## src/hdl/tile_pixel_palette_decoder_macros.svh

```systemverilog
// Assertion macros shared by the tile pixel palette decoder.
`ifndef TILE_PIXEL_PALETTE_DECODER_MACROS_SVH
`define TILE_PIXEL_PALETTE_DECODER_MACROS_SVH

// Implication checked at the same edge, masked while in reset.
`define TPD_ASSERT(lbl, prop, msg) \
  lbl: assert property (@(posedge clk) disable iff (!rst_n) (prop)) else $error(msg);

// Antecedent at one edge, consequent at the next.
`define TPD_ASSERT_NEXT(lbl, ante, cons, msg) \
  lbl: assert property (@(posedge clk) disable iff (!rst_n) (ante) |=> (cons)) \
    else $error(msg);

`endif

```

## src/hdl/tpd_pkg.sv

```systemverilog
// Shared types and codes for the tile pixel palette decoder.
package tpd_pkg;

  // Input item operation codes
  typedef enum logic [2:0] {
    OP_WR_STD   = 3'd0,
    OP_WR_BG    = 3'd1,
    OP_WR_OBJ   = 3'd2,
    OP_BG_ADDR  = 3'd3,
    OP_BG_ROW   = 3'd4,
    OP_OBJ_ADDR = 3'd5,
    OP_OBJ_PIX  = 3'd6,
    OP_NONE     = 3'd7
  } op_t;

  // Configuration register indexes
  typedef enum logic [1:0] {
    CFG_BG_EXT_ENABLE  = 2'd0,
    CFG_OBJ_EXT_ENABLE = 2'd1,
    CFG_TRANSP_COLOUR  = 2'd2
  } cfg_reg_t;

  // Work kinds carried from the front end to the back end
  localparam logic [2:0] KIND_WR_STD = 3'd0;
  localparam logic [2:0] KIND_WR_BG  = 3'd1;
  localparam logic [2:0] KIND_WR_OBJ = 3'd2;
  localparam logic [2:0] KIND_ADDR   = 3'd3;
  localparam logic [2:0] KIND_ROW    = 3'd4;
  localparam logic [2:0] KIND_PIX    = 3'd5;

  typedef struct packed {
    logic [2:0]  kind;
    logic        d8;
    logic        hflip;
    logic [3:0]  pal;
    logic [1:0]  slot;
    logic        xodd;
    logic [31:0] addr;   // fetch address, or palette entry index for writes
    logic [63:0] data;
  } cmd_t;

  typedef struct packed {
    logic        bg_ext_en;
    logic        obj_ext_en;
    logic [15:0] transp;
  } cfg_t;

  typedef struct packed {
    logic mid_row;    // a row decode has issued some but not all pixels
    logic s1_valid;   // palette read stage holds a result
  } bk_status_t;

endpackage

```

## src/hdl/tpd_fifo.sv

```systemverilog
// Short command queue between the front and back ends.
module tpd_fifo
  import tpd_pkg::*;
(
  input  logic clk,
  input  logic rst_n,
  input  logic push,
  input  cmd_t push_cmd,
  output logic full,
  input  logic pop,
  output logic empty,
  output cmd_t head
);

  localparam int DEPTH = 4;
  localparam int AW    = $clog2(DEPTH);

  cmd_t          entry_r [DEPTH];
  logic [AW-1:0] wp_r, rp_r;
  logic [AW:0]   cnt_r, cnt_nxt;

  assign full  = cnt_r == (AW+1)'(DEPTH);
  assign empty = cnt_r == '0;
  assign head  = entry_r[rp_r];

  always_comb begin
    cnt_nxt = cnt_r;
    if (push && !pop) cnt_nxt = cnt_r + 1'b1;
    else if (pop && !push) cnt_nxt = cnt_r - 1'b1;
  end

  always_ff @(posedge clk) begin
    if (push) entry_r[wp_r] <= push_cmd;
  end

  always_ff @(posedge clk) begin
    if (!rst_n) begin
      wp_r  <= '0;
      rp_r  <= '0;
      cnt_r <= '0;
    end else begin
      if (push) wp_r <= wp_r + 1'b1;
      if (pop) rp_r <= rp_r + 1'b1;
      cnt_r <= cnt_nxt;
    end
  end

endmodule

```

## config.mk

```make
export PLATFORM = sky130hd
export DESIGN_NAME = tpd_fifo
export DESIGN_NICKNAME = d
export VERILOG_FILES = /design/src/hdl/tile_pixel_palette_decoder_macros.svh /design/src/hdl/tpd_pkg.sv /design/src/hdl/tpd_fifo.sv
export SDC_FILE = /design/constraint.sdc
export NUM_CORES = 1
export LEC_CHECK = 0
export BUFFER_PORTS_ARGS = -buffer_cell sky130_fd_sc_hd__buf_2
export CAP_MARGIN = 30
export CORE_UTILIZATION = 40
export CTS_BUF_LIST = sky130_fd_sc_hd__clkbuf_2
export DETAILED_ROUTE_END_ITERATION = 8
export GPL_TIMING_DRIVEN = 0
export PLACE_DENSITY_LB_ADDON = 0.25
export SYNTH_ARGS = -nofsm -noshare
export SYNTH_HDL_FRONTEND = slang
export SYNTH_SLANG_ARGS = --single-unit
```

## constraint.sdc

```tcl
create_clock -name clk -period 4 [get_ports clk]
set_input_delay 0 -clock clk [delete_from_list [all_inputs] [get_ports clk]]
set_output_delay 0 -clock clk [all_outputs]
set_load 0.005 [all_outputs]
```

==> impl_metrics.py <==
metrics = {
    "outcome": {
        "status": "finished clean",
    },
    "worst_setup_path": {
        "required_ns": 4.00,
        "ff2ff_path_depth": 4,
        "path_class": "reg -> out",
        "cp-end-kind": "output port",
        "cp_max_fo": 10,
        "setup.worst_path.start_class": "register",
        "arrival_ns": 2.84,
    },
    "placement": {
        "hpwlAfterDp_mm": 18.5,
        "io_buffers": 221,
        "gp_congestion": 0.693,
    },
    "synth": {
        "synth_compound_area_frac": 0.000783,
        "synth_cell_type_count": 21,
        "synth_most_common_cell": "edfxtp_1",
        "ys_ff_latch": 441,
        "synth_top_family_by_area": "multiplexers",
        "post-synth-top-area-cell": "edfxtp_1",
        "synth_common_cells": "edfxtp_1 (432), mux4_2 (108), buf_2 (12)",
        "synth_xor_area_frac": 0.00274,
        "yosys.area_share.simple": 0.00571,
        "muxShareOfSynthArea": 0.153,
        "yosysWarningCount": 0,
        "synth_top_flop_cell": "edfxtp_1",
        "synth_edf_count": 432,
        "syn_area_mm2": 0.0160,
        "yosys.area.top_type_share": 0.811,
        "avgSynthCellArea_um2": 26.3,
        "syn-num-nets": 725,
        "synth_cells": 607,
        "async_flop_share": 0,
        "ys_seq_area_frac": 0.823,
        "synth-adder-area-share": 0.00516,
        "synth_area_leaders": "edfxtp_1 (81%), mux4_2 (15%), dfxtp_1 (1.1%), ha_1 (0.39%), buf_2 (0.38%)",
    },
    "power": {
        "p_leak_nw": 7.54,
        "power_density_mw_per_mm2": 443,
        "peakVddDrop_v": 0.000279,
    },
    "die": {
        "die_area_mm2": 0.0408,
        "core_mm2": 0.0390,
        "ios": 222,
        "die_width_um": 202,
        "die_h_um": 202,
        "start_util": 0.410,
        "row_count": 72,
    },
    "route": {
        "vias": 8384,
        "dr.pass1.iters": 4,
        "antenna_left": 0,
        "drt_wl_total_mm": 33.2,
        "drt_first_iter_violations": 377,
        "vias_per_cell": 4.73,
        "drc": 0,
        "detail_route.wl_per_cell_um": 18.7,
    },
    "clock_network": {
        "cts_resized": 0,
        "root_buffer": "clkbuf_2",
        "path_clk_slew_ns": 0.09,
        "clk_latency_ns": 0.99,
        "clock_path_buffers": 3,
        "cts_tree": "yes",
        "cts.sinks": 441,
        "tritoncts.num_buffers": 112,
        "htreeDepth": 3,
    },
    "global_route": {
        "grt_overflow": 0,
        "track_usage": 0.167,
        "grt_antenna_before_repair": 3,
        "grt_pass1_vias": 9347,
        "grt_pass1_wl_mm": 51.3,
        "grt_max_degree": 49,
    },
    "sta": {
        "rsz0062_at_grt": "false",
        "fin_worst_skew_ns": 0.0693,
        "setup_viol": 0,
        "fin_setup_tns_ns": 0,
        "period_share": 0.711,
        "tightest_slew_ns": 0.828,
        "period_minus_slack_ns": 2.84,
        "relSlewSlack": 0.448,
        "finalMaxSlewViolations": 0,
        "hold_viol": 0,
        "hold_slack_ns": 0.343,
        "fmax_mhz": 352,
    },
    "layout": {
        "drive_above_1_share": 0.423,
        "nNetsFinal": 1294,
        "syn_to_final_growth_pct": 32.7,
    },
    "worst_hold_path": {
        "hold_depth": 3,
        "worstHoldPathType": "in -> reg",
    },
    "job": {
        "max_cap_viol_count": 0,
    },
}
[cell usage in the layout (no fill, tap or decap), drive strengths merged, types with 2 or more instances in the layout]
cell / n
mux4: 108
bufinv: 2
mux2i: 2
dfxtp: 9
nor2b: 2
clkbuf: 173
clkinv: 23
xor2: 3
xnor2: 2
edfxtp: 432
diode: 2
dlygate4sd3: 226
inv: 6
buf: 245
ha: 5
and2: 9
[through the flow]
stage                     cell area, um^2   util  cells  setup WS, ns  power (mW)
after global routing                21200  0.544   1774         0.916        9.89
after detailed placement            18000  0.461   1354          1.90        6.43
after CTS                           21200  0.544   1772         0.885        9.57
after global placement              17700  0.455   1346         -1.80        6.42
final                               21200  0.544   1774          1.16        9.39
after floorplan                     16000      -    607         0.490        5.96
[worst max-delay path, cell delays in order (launching register included)]
cell and delay, ns:
dfxtp_1 0.31, buf_2 0.31, clkbuf_1 0.67, mux4_2 0.41
buf_2 0.16
[where the power goes]
group / switching, mW / leakage (nW) / internal [mW]
clock: 1.71 / 0.770 / 1.22
combinational: 0.513 / 2.73 / 0.605
sequential: 0.0484 / 4.04 / 5.30
total: 2.27 / 7.54 / 7.12
[state kept, by name, indices dropped and copies added, names as in the netlist, named ones only]
register  cells
cnt_r         3
entry_r     432
rp_r          2
wp_r          2
[cell type report]
| cell class | instances | area, um^2 |
|---|---|---|
| buffer | 24 | 139 |
| tap | 518 | 648 |
| timing repair buffer | 455 | 3580 |
| multi-input combinational | 138 | 2690 |
| antenna | 2 | 5.00 |
| clock buffer | 165 | 826 |
| inverter | 4 | 15.0 |
| sequential | 441 | 13200 |
| fill | 3134 | 17800 |
| clock inverter | 27 | 160 |
[final timing paths]
kind / startpoint / endpoint / slack, ns
worst max-delay path: register / head[32] / 1.16
worst min-delay path: push_cmd[16] / entry_r[0][16] / 0.34
worst max register to register: wp_r[0] / entry_r[3][93] / 1.89
worst min register to register: cnt_r[2] / cnt_r[2] / 0.53
[cell families after synthesis]
kind of cell	count (synthesis)
compound gates	2
buf+inv	28
fa+ha+maj	6
mux	110
simple gates	15
flops	441
xor+xnor	5
[layer usage]
layer | share of wire | GRT usage | vias to the layer above | wire, um
li1 | - | - | 3841 | -
met2 | 0.50 | 0.276 | 277 | 16600
met3 | 0.071 | 0.0551 | 48 | 2370
met4 | 0.017 | 0.0676 | 2 | 564
met5 | 0.00039 | 0 | - | 13
met1 | 0.41 | 0.203 | 4216 | 13700
[repair_timing]
item,CTS,global route
endpoints found under the hold margin,786,0
buffers inserted,0,0
hold buffers,226,0
(Power assumes the default switching activity.)
