==> src/hdl/tile_pixel_palette_decoder_macros.svh <==
// Assertion macros shared by the tile pixel palette decoder.
`ifndef TILE_PIXEL_PALETTE_DECODER_MACROS_SVH
`define TILE_PIXEL_PALETTE_DECODER_MACROS_SVH

// Implication checked at the same edge, masked while in reset.
`define TPD_ASSERT(lbl, prop, msg) \
  lbl: assert property (@(posedge clk) disable iff (!rst_n) (prop)) else $error(msg);

// Antecedent at one edge, consequent at the next.
`define TPD_ASSERT_NEXT(lbl, ante, cons, msg) \
  lbl: assert property (@(posedge clk) disable iff (!rst_n) (ante) |=> (cons)) \
    else $error(msg);

`endif

==> src/hdl/tpd_pkg.sv <==
// Shared types and codes for the tile pixel palette decoder.
package tpd_pkg;

  // Input item operation codes
  typedef enum logic [2:0] {
    OP_WR_STD   = 3'd0,
    OP_WR_BG    = 3'd1,
    OP_WR_OBJ   = 3'd2,
    OP_BG_ADDR  = 3'd3,
    OP_BG_ROW   = 3'd4,
    OP_OBJ_ADDR = 3'd5,
    OP_OBJ_PIX  = 3'd6,
    OP_NONE     = 3'd7
  } op_t;

  // Configuration register indexes
  typedef enum logic [1:0] {
    CFG_BG_EXT_ENABLE  = 2'd0,
    CFG_OBJ_EXT_ENABLE = 2'd1,
    CFG_TRANSP_COLOUR  = 2'd2
  } cfg_reg_t;

  // Work kinds carried from the front end to the back end
  localparam logic [2:0] KIND_WR_STD = 3'd0;
  localparam logic [2:0] KIND_WR_BG  = 3'd1;
  localparam logic [2:0] KIND_WR_OBJ = 3'd2;
  localparam logic [2:0] KIND_ADDR   = 3'd3;
  localparam logic [2:0] KIND_ROW    = 3'd4;
  localparam logic [2:0] KIND_PIX    = 3'd5;

  typedef struct packed {
    logic [2:0]  kind;
    logic        d8;
    logic        hflip;
    logic [3:0]  pal;
    logic [1:0]  slot;
    logic        xodd;
    logic [31:0] addr;   // fetch address, or palette entry index for writes
    logic [63:0] data;
  } cmd_t;

  typedef struct packed {
    logic        bg_ext_en;
    logic        obj_ext_en;
    logic [15:0] transp;
  } cfg_t;

  typedef struct packed {
    logic mid_row;    // a row decode has issued some but not all pixels
    logic s1_valid;   // palette read stage holds a result
  } bk_status_t;

endpackage

==> src/hdl/tpd_front.sv <==
// Front end: takes input items, works out addresses and slots, queues work.
module tpd_front
  import tpd_pkg::*;
#(
  parameter int BG_EXT_SLOTS = 4
) (
  input  logic        q_full,
  input  logic        in_valid,
  output logic        in_stall,
  input  logic [2:0]  in_op,
  input  logic        in_depth8,
  input  logic [31:0] in_addr,
  input  logic [9:0]  in_tile_index,
  input  logic [7:0]  in_row_y,
  input  logic [5:0]  in_pixel_x,
  input  logic        in_hflip,
  input  logic        in_vflip,
  input  logic [3:0]  in_pal_select,
  input  logic [1:0]  in_ext_slot,
  input  logic [63:0] in_data,
  output logic        q_push,
  output cmd_t        q_cmd
);

  // Reduce a page number modulo the slot count; for three slots use the
  // fact that every power of four leaves one when divided by three.
  function automatic logic [1:0] mod_slots(input logic [19:0] v);
    logic [6:0] s;
    logic [3:0] t;
    logic [2:0] u;
    logic [1:0] r;
    s = '0;
    t = '0;
    u = '0;
    r = '0;
    if (BG_EXT_SLOTS == 3) begin
      for (int i = 0; i < 5; i++) s = s + 7'(v[4*i +: 4]);
      t = 4'(s[1:0]) + 4'(s[3:2]) + 4'(s[5:4]) + 4'(s[6]);
      u = 3'(t[1:0]) + 3'(t[3:2]);
      if (u >= 3'd3) u = u - 3'd3;
      r = u[1:0];
    end else begin
      r = v[1:0] & 2'(BG_EXT_SLOTS - 1);
    end
    return r;
  endfunction

  logic [2:0]  row;
  logic [15:0] bg_off;
  logic [13:0] obj_off;
  logic        accept;

  assign in_stall = q_full;
  assign accept   = in_valid & ~q_full;
  assign row      = in_row_y[2:0] ^ {3{in_vflip}};

  always_comb begin
    bg_off  = in_depth8 ? {in_tile_index, row, 3'b000} : {1'b0, in_tile_index, row, 2'b00};
    obj_off = in_depth8 ? {in_row_y, in_pixel_x} : {1'b0, in_row_y, in_pixel_x[5:1]};
  end

  always_comb begin
    q_cmd       = '0;
    q_cmd.d8    = in_depth8;
    q_cmd.hflip = in_hflip;
    q_cmd.pal   = in_pal_select;
    q_cmd.slot  = mod_slots({18'd0, in_ext_slot});
    q_cmd.xodd  = in_pixel_x[0];
    q_cmd.data  = in_data;
    q_cmd.addr  = in_addr;
    q_push      = accept;
    case (in_op)
      OP_WR_STD:  q_cmd.kind = KIND_WR_STD;
      OP_WR_BG: begin
        q_cmd.kind = KIND_WR_BG;
        q_cmd.addr = {18'd0, mod_slots(in_addr[31:12]), in_addr[11:0]};
      end
      OP_WR_OBJ:  q_cmd.kind = KIND_WR_OBJ;
      OP_BG_ADDR: begin
        q_cmd.kind = KIND_ADDR;
        q_cmd.addr = in_addr + 32'(bg_off);
      end
      OP_BG_ROW:  q_cmd.kind = KIND_ROW;
      OP_OBJ_ADDR: begin
        q_cmd.kind = KIND_ADDR;
        q_cmd.addr = in_addr + 32'(obj_off);
      end
      OP_OBJ_PIX: q_cmd.kind = KIND_PIX;
      default:    q_push = 1'b0;   // drop unknown op
    endcase
  end

endmodule

==> config.mk <==
export PLATFORM = sky130hd
export DESIGN_NAME = tpd_front
export DESIGN_NICKNAME = d
export VERILOG_FILES = /design/src/hdl/tile_pixel_palette_decoder_macros.svh /design/src/hdl/tpd_pkg.sv /design/src/hdl/tpd_front.sv
export SDC_FILE = /design/constraint.sdc
export NUM_CORES = 1
export LEC_CHECK = 0
export BUFFER_PORTS_ARGS = -buffer_cell sky130_fd_sc_hd__buf_2
export CAP_MARGIN = 25
export CORE_AREA = 2 2 94 96
export DETAILED_ROUTE_END_ITERATION = 10
export DIE_AREA = 0 0 96 98
export PLACE_DENSITY = 0.7
export SLEW_MARGIN = 5
export SYNTH_ARGS = -nofsm -noshare
export SYNTH_HDL_FRONTEND = slang
export SYNTH_SLANG_ARGS = --single-unit
==> constraint.sdc <==
create_clock -name vclk -period 3.5
set_input_delay 0.35 -clock vclk [all_inputs]
set_output_delay 0.35 -clock vclk [all_outputs]
set_load 0.005 [all_outputs]
==> results.py <==
metrics = {
    "status": {
        "status": "finished clean",
    },
    "drt": {
        "drtIter0Drc": 115,
        "detail_route.vias_per_cell": 5.17,
        "wirelength_um": 8210,
        "drc": 0,
        "wl_per_cell_um": 16.1,
        "drt_pass1_iterations": 4,
        "ant_nets": 0,
        "num_vias": 2630,
    },
    "synth": {
        "yosys.cell_types.count": 52,
        "synth.most_common_cell": "buf_4",
        "synth.avg_cell_area_um2": 6.93,
        "synth_top_area_share_pct": 22.4,
        "ys_top_cells_by_area": "buf_4 (22%), mux2i_1 (13%), ha_1 (9.9%)",
        "syn-num-nets": 518,
        "synth_area_leader_cell": "buf_4",
        "netlist_instances": 363,
        "synthesis.area_um2": 2520,
        "ys_seq_area_share_pct": 0,
        "synthTopCellsByCount": "buf_4 (75), nand2_1 (55), mux2i_1 (33)",
        "yosys_warnings": 0,
    },
    "placement": {
        "routabilityCongestion": 0.892,
        "place_ws_ns": -0.0570,
        "io_buffers": 102,
        "placed_cell_area_um2": 2660,
        "dp_hpwl_um": 6660,
    },
    "finish": {
        "fillers": 911,
        "n_antenna_cell": 0,
        "multi_input_area_um2": 2060,
        "seq_area_um2": 0,
        "clock_buffer_count": 0,
        "final_util_pct": 34.8,
        "drive_gt1_share_pct": 39.9,
        "n_sequential_cell": 0,
        "nets": 558,
        "stdcell_area_um2": 2950,
        "syn_to_final_growth_pct": 17.1,
    },
    "timing": {
        "slew_headroom_pct": 60.4,
        "final.min_clock_period_ns": 3.39,
        "fmax_mhz": 295,
        "tightest_slew_ns": 0.593,
        "setup_viol": 0,
        "finalCritPeriodShare_pct": 96.7,
        "finalHoldViolCount": 0,
        "finalWorstSetupSlack_ns": 0.115,
        "drv_slew": 0,
        "tns_ns": 0,
    },
    "floorplanning": {
        "die_y_um": 98,
        "die_area_um2": 9410,
        "core_area_um2": 8470,
        "die_x_um": 96,
        "io_pins": 244,
        "row_count": 34,
        "start_util_pct": 29.7,
    },
    "setup_path": {
        "startpoint_type": "input pin",
        "path_cells": "buf_2 > inv_2 > nand3_4 > buf_12 > mux2i_4 > mux2i_2 > ha_1 > a21o_1 > a211oi_4 > buf_6 > o2111ai_4 > a21oi_4 > o311ai_0 > o41ai_1 > buf_2",
        "slowest_delay_ns": 0.34,
        "cp_max_fo": 11,
        "crit_family": "compound AO/OA/AOI/OAI gates",
        "cpMostUsedCell": "buf_2",
        "cp.required_ns": 3.15,
        "endpoint_kind": "primary output",
        "cp_slowest_cell": "a211oi_4",
        "path_class": "input pin to primary output",
        "worstPathArrival_ns": 3.04,
        "crit_cells": 15,
        "cp_num_buf_inv": 5,
    },
    "global_route": {
        "grt_pass1_wl_um": 12300,
        "antenna_found_initial": 0,
        "grt_overflow": 0,
        "grt_util_all_layers_pct": 15.8,
        "top_usage_layer": "met2",
        "use_met1_pct": 18.9,
        "met3_usage_pct": 1.47,
        "use_met2_pct": 29.2,
        "grt_pass1_vias": 2609,
        "grt_start_max_net_pins": 30,
    },
    "power": {
        "p_comb_share_pct": 100.0,
        "p_seq_share_pct": 0,
        "switching_share_pct": 54.5,
        "p_int_uw": 256,
        "finalPower_uw": 563,
        "max-vdd-ir-drop_mv": 0.0722,
        "leakagePower_nw": 1.45,
        "power_switching_uw": 307,
        "power_density_nw_per_um2": 191,
        "p_clk_share_pct": 0,
    },
    "hold_path": {
        "min_path_type": "input pin to primary output",
        "worstHoldPathCells": 0,
        "hold_path_end": "q_cmd[101]",
        "hold_start": "in_pal_select[2]",
    },
    "clocking": {
        "hold_buffers": 0,
    },
    "job": {
        "max_cap_violations": 0,
    },
}
## area by class of cell
| class | instances | share of cell area [%] |
|---|---|---|
| multi-input combinational | 268 | 69.8 |
| inverter | 7 | 0.892 |
| tap | 108 | 4.59 |
| timing repair buffer | 126 | 24.7 |
## worst max-delay path by stage
stage	endpoint	slack (ns)	startpoint
after CTS	q_cmd[94]	0.03	in_op[1]
after global placement	q_cmd[82]	0.009	in_op[1]
final	q_cmd[82]	0.11	in_op[1]
after detailed placement	q_cmd[94]	-0.06	in_op[1]
after floorplan	q_cmd[87]	0.24	in_depth8
after global routing	q_cmd[82]	-0.02	in_op[1]
## placed cells by master (no fill, tap or decap), types with 3 or more instances in the layout
cell / netlist / layout
mux2i_2: 0 / 4
nand4_1: 3 / 3
nor3_1: 3 / 3
nand2_1: 55 / 55
o21ai_1: 2 / 3
o21ai_0: 26 / 25
and3_1: 5 / 4
buf_4: 75 / 20
o211ai_1: 9 / 9
a21o_1: 7 / 7
ha_1: 20 / 18
and2_1: 3 / 3
nand3_1: 12 / 10
mux2i_1: 33 / 25
xnor2_1: 10 / 10
inv_1: 7 / 6
xor2_1: 8 / 8
a31oi_1: 4 / 3
nor2_1: 13 / 13
a21oi_1: 15 / 15
buf_2: 3 / 102
mux2i_4: 0 / 4
## routing by layer
layer,vias to the layer above,part of all wire [%]
li1,1294,-
met1,1202,41
met2,110,51
met3,24,6.0
met4,0,2.1
met5,-,0
## power by group through the flow
stage               combinational [mW]  clock [mW]  sequential, mW
global placement                 0.478           0               0
global route                     0.618           0               0
CTS                              0.496           0               0
floorplan                        0.374           0               0
finish                           0.563           0               0
detailed placement               0.487           0               0
## kinds of logic after synthesis
family	Yosys count	share of synthesized area (%)
XOR/XNOR	18	6.27
buffers and inverters	95	25.5
AND/OR/NAND/NOR	103	18.9
multiplexers	33	13.1
adder cells (fa/ha/maj)	21	10.7
AO/OA/AOI/OAI	93	25.4
## repair_timing
action,CTS,global route
cloned,0,1
gates resized for setup,4,30
pin swaps,2,12
setup endpoints to repair,5,11
buffers inserted,1,9
## per-stage QoR
stage	hold slack (ns)	instances
2_1_floorplan	0.734	363
4_1_cts	0.700	499
6_report	0.700	509
3_3_place_gp	0.700	498
3_5_place_dp	0.700	498
5_1_grt	0.700	509
No activity file was read; power rests on OpenSTA's default activity.
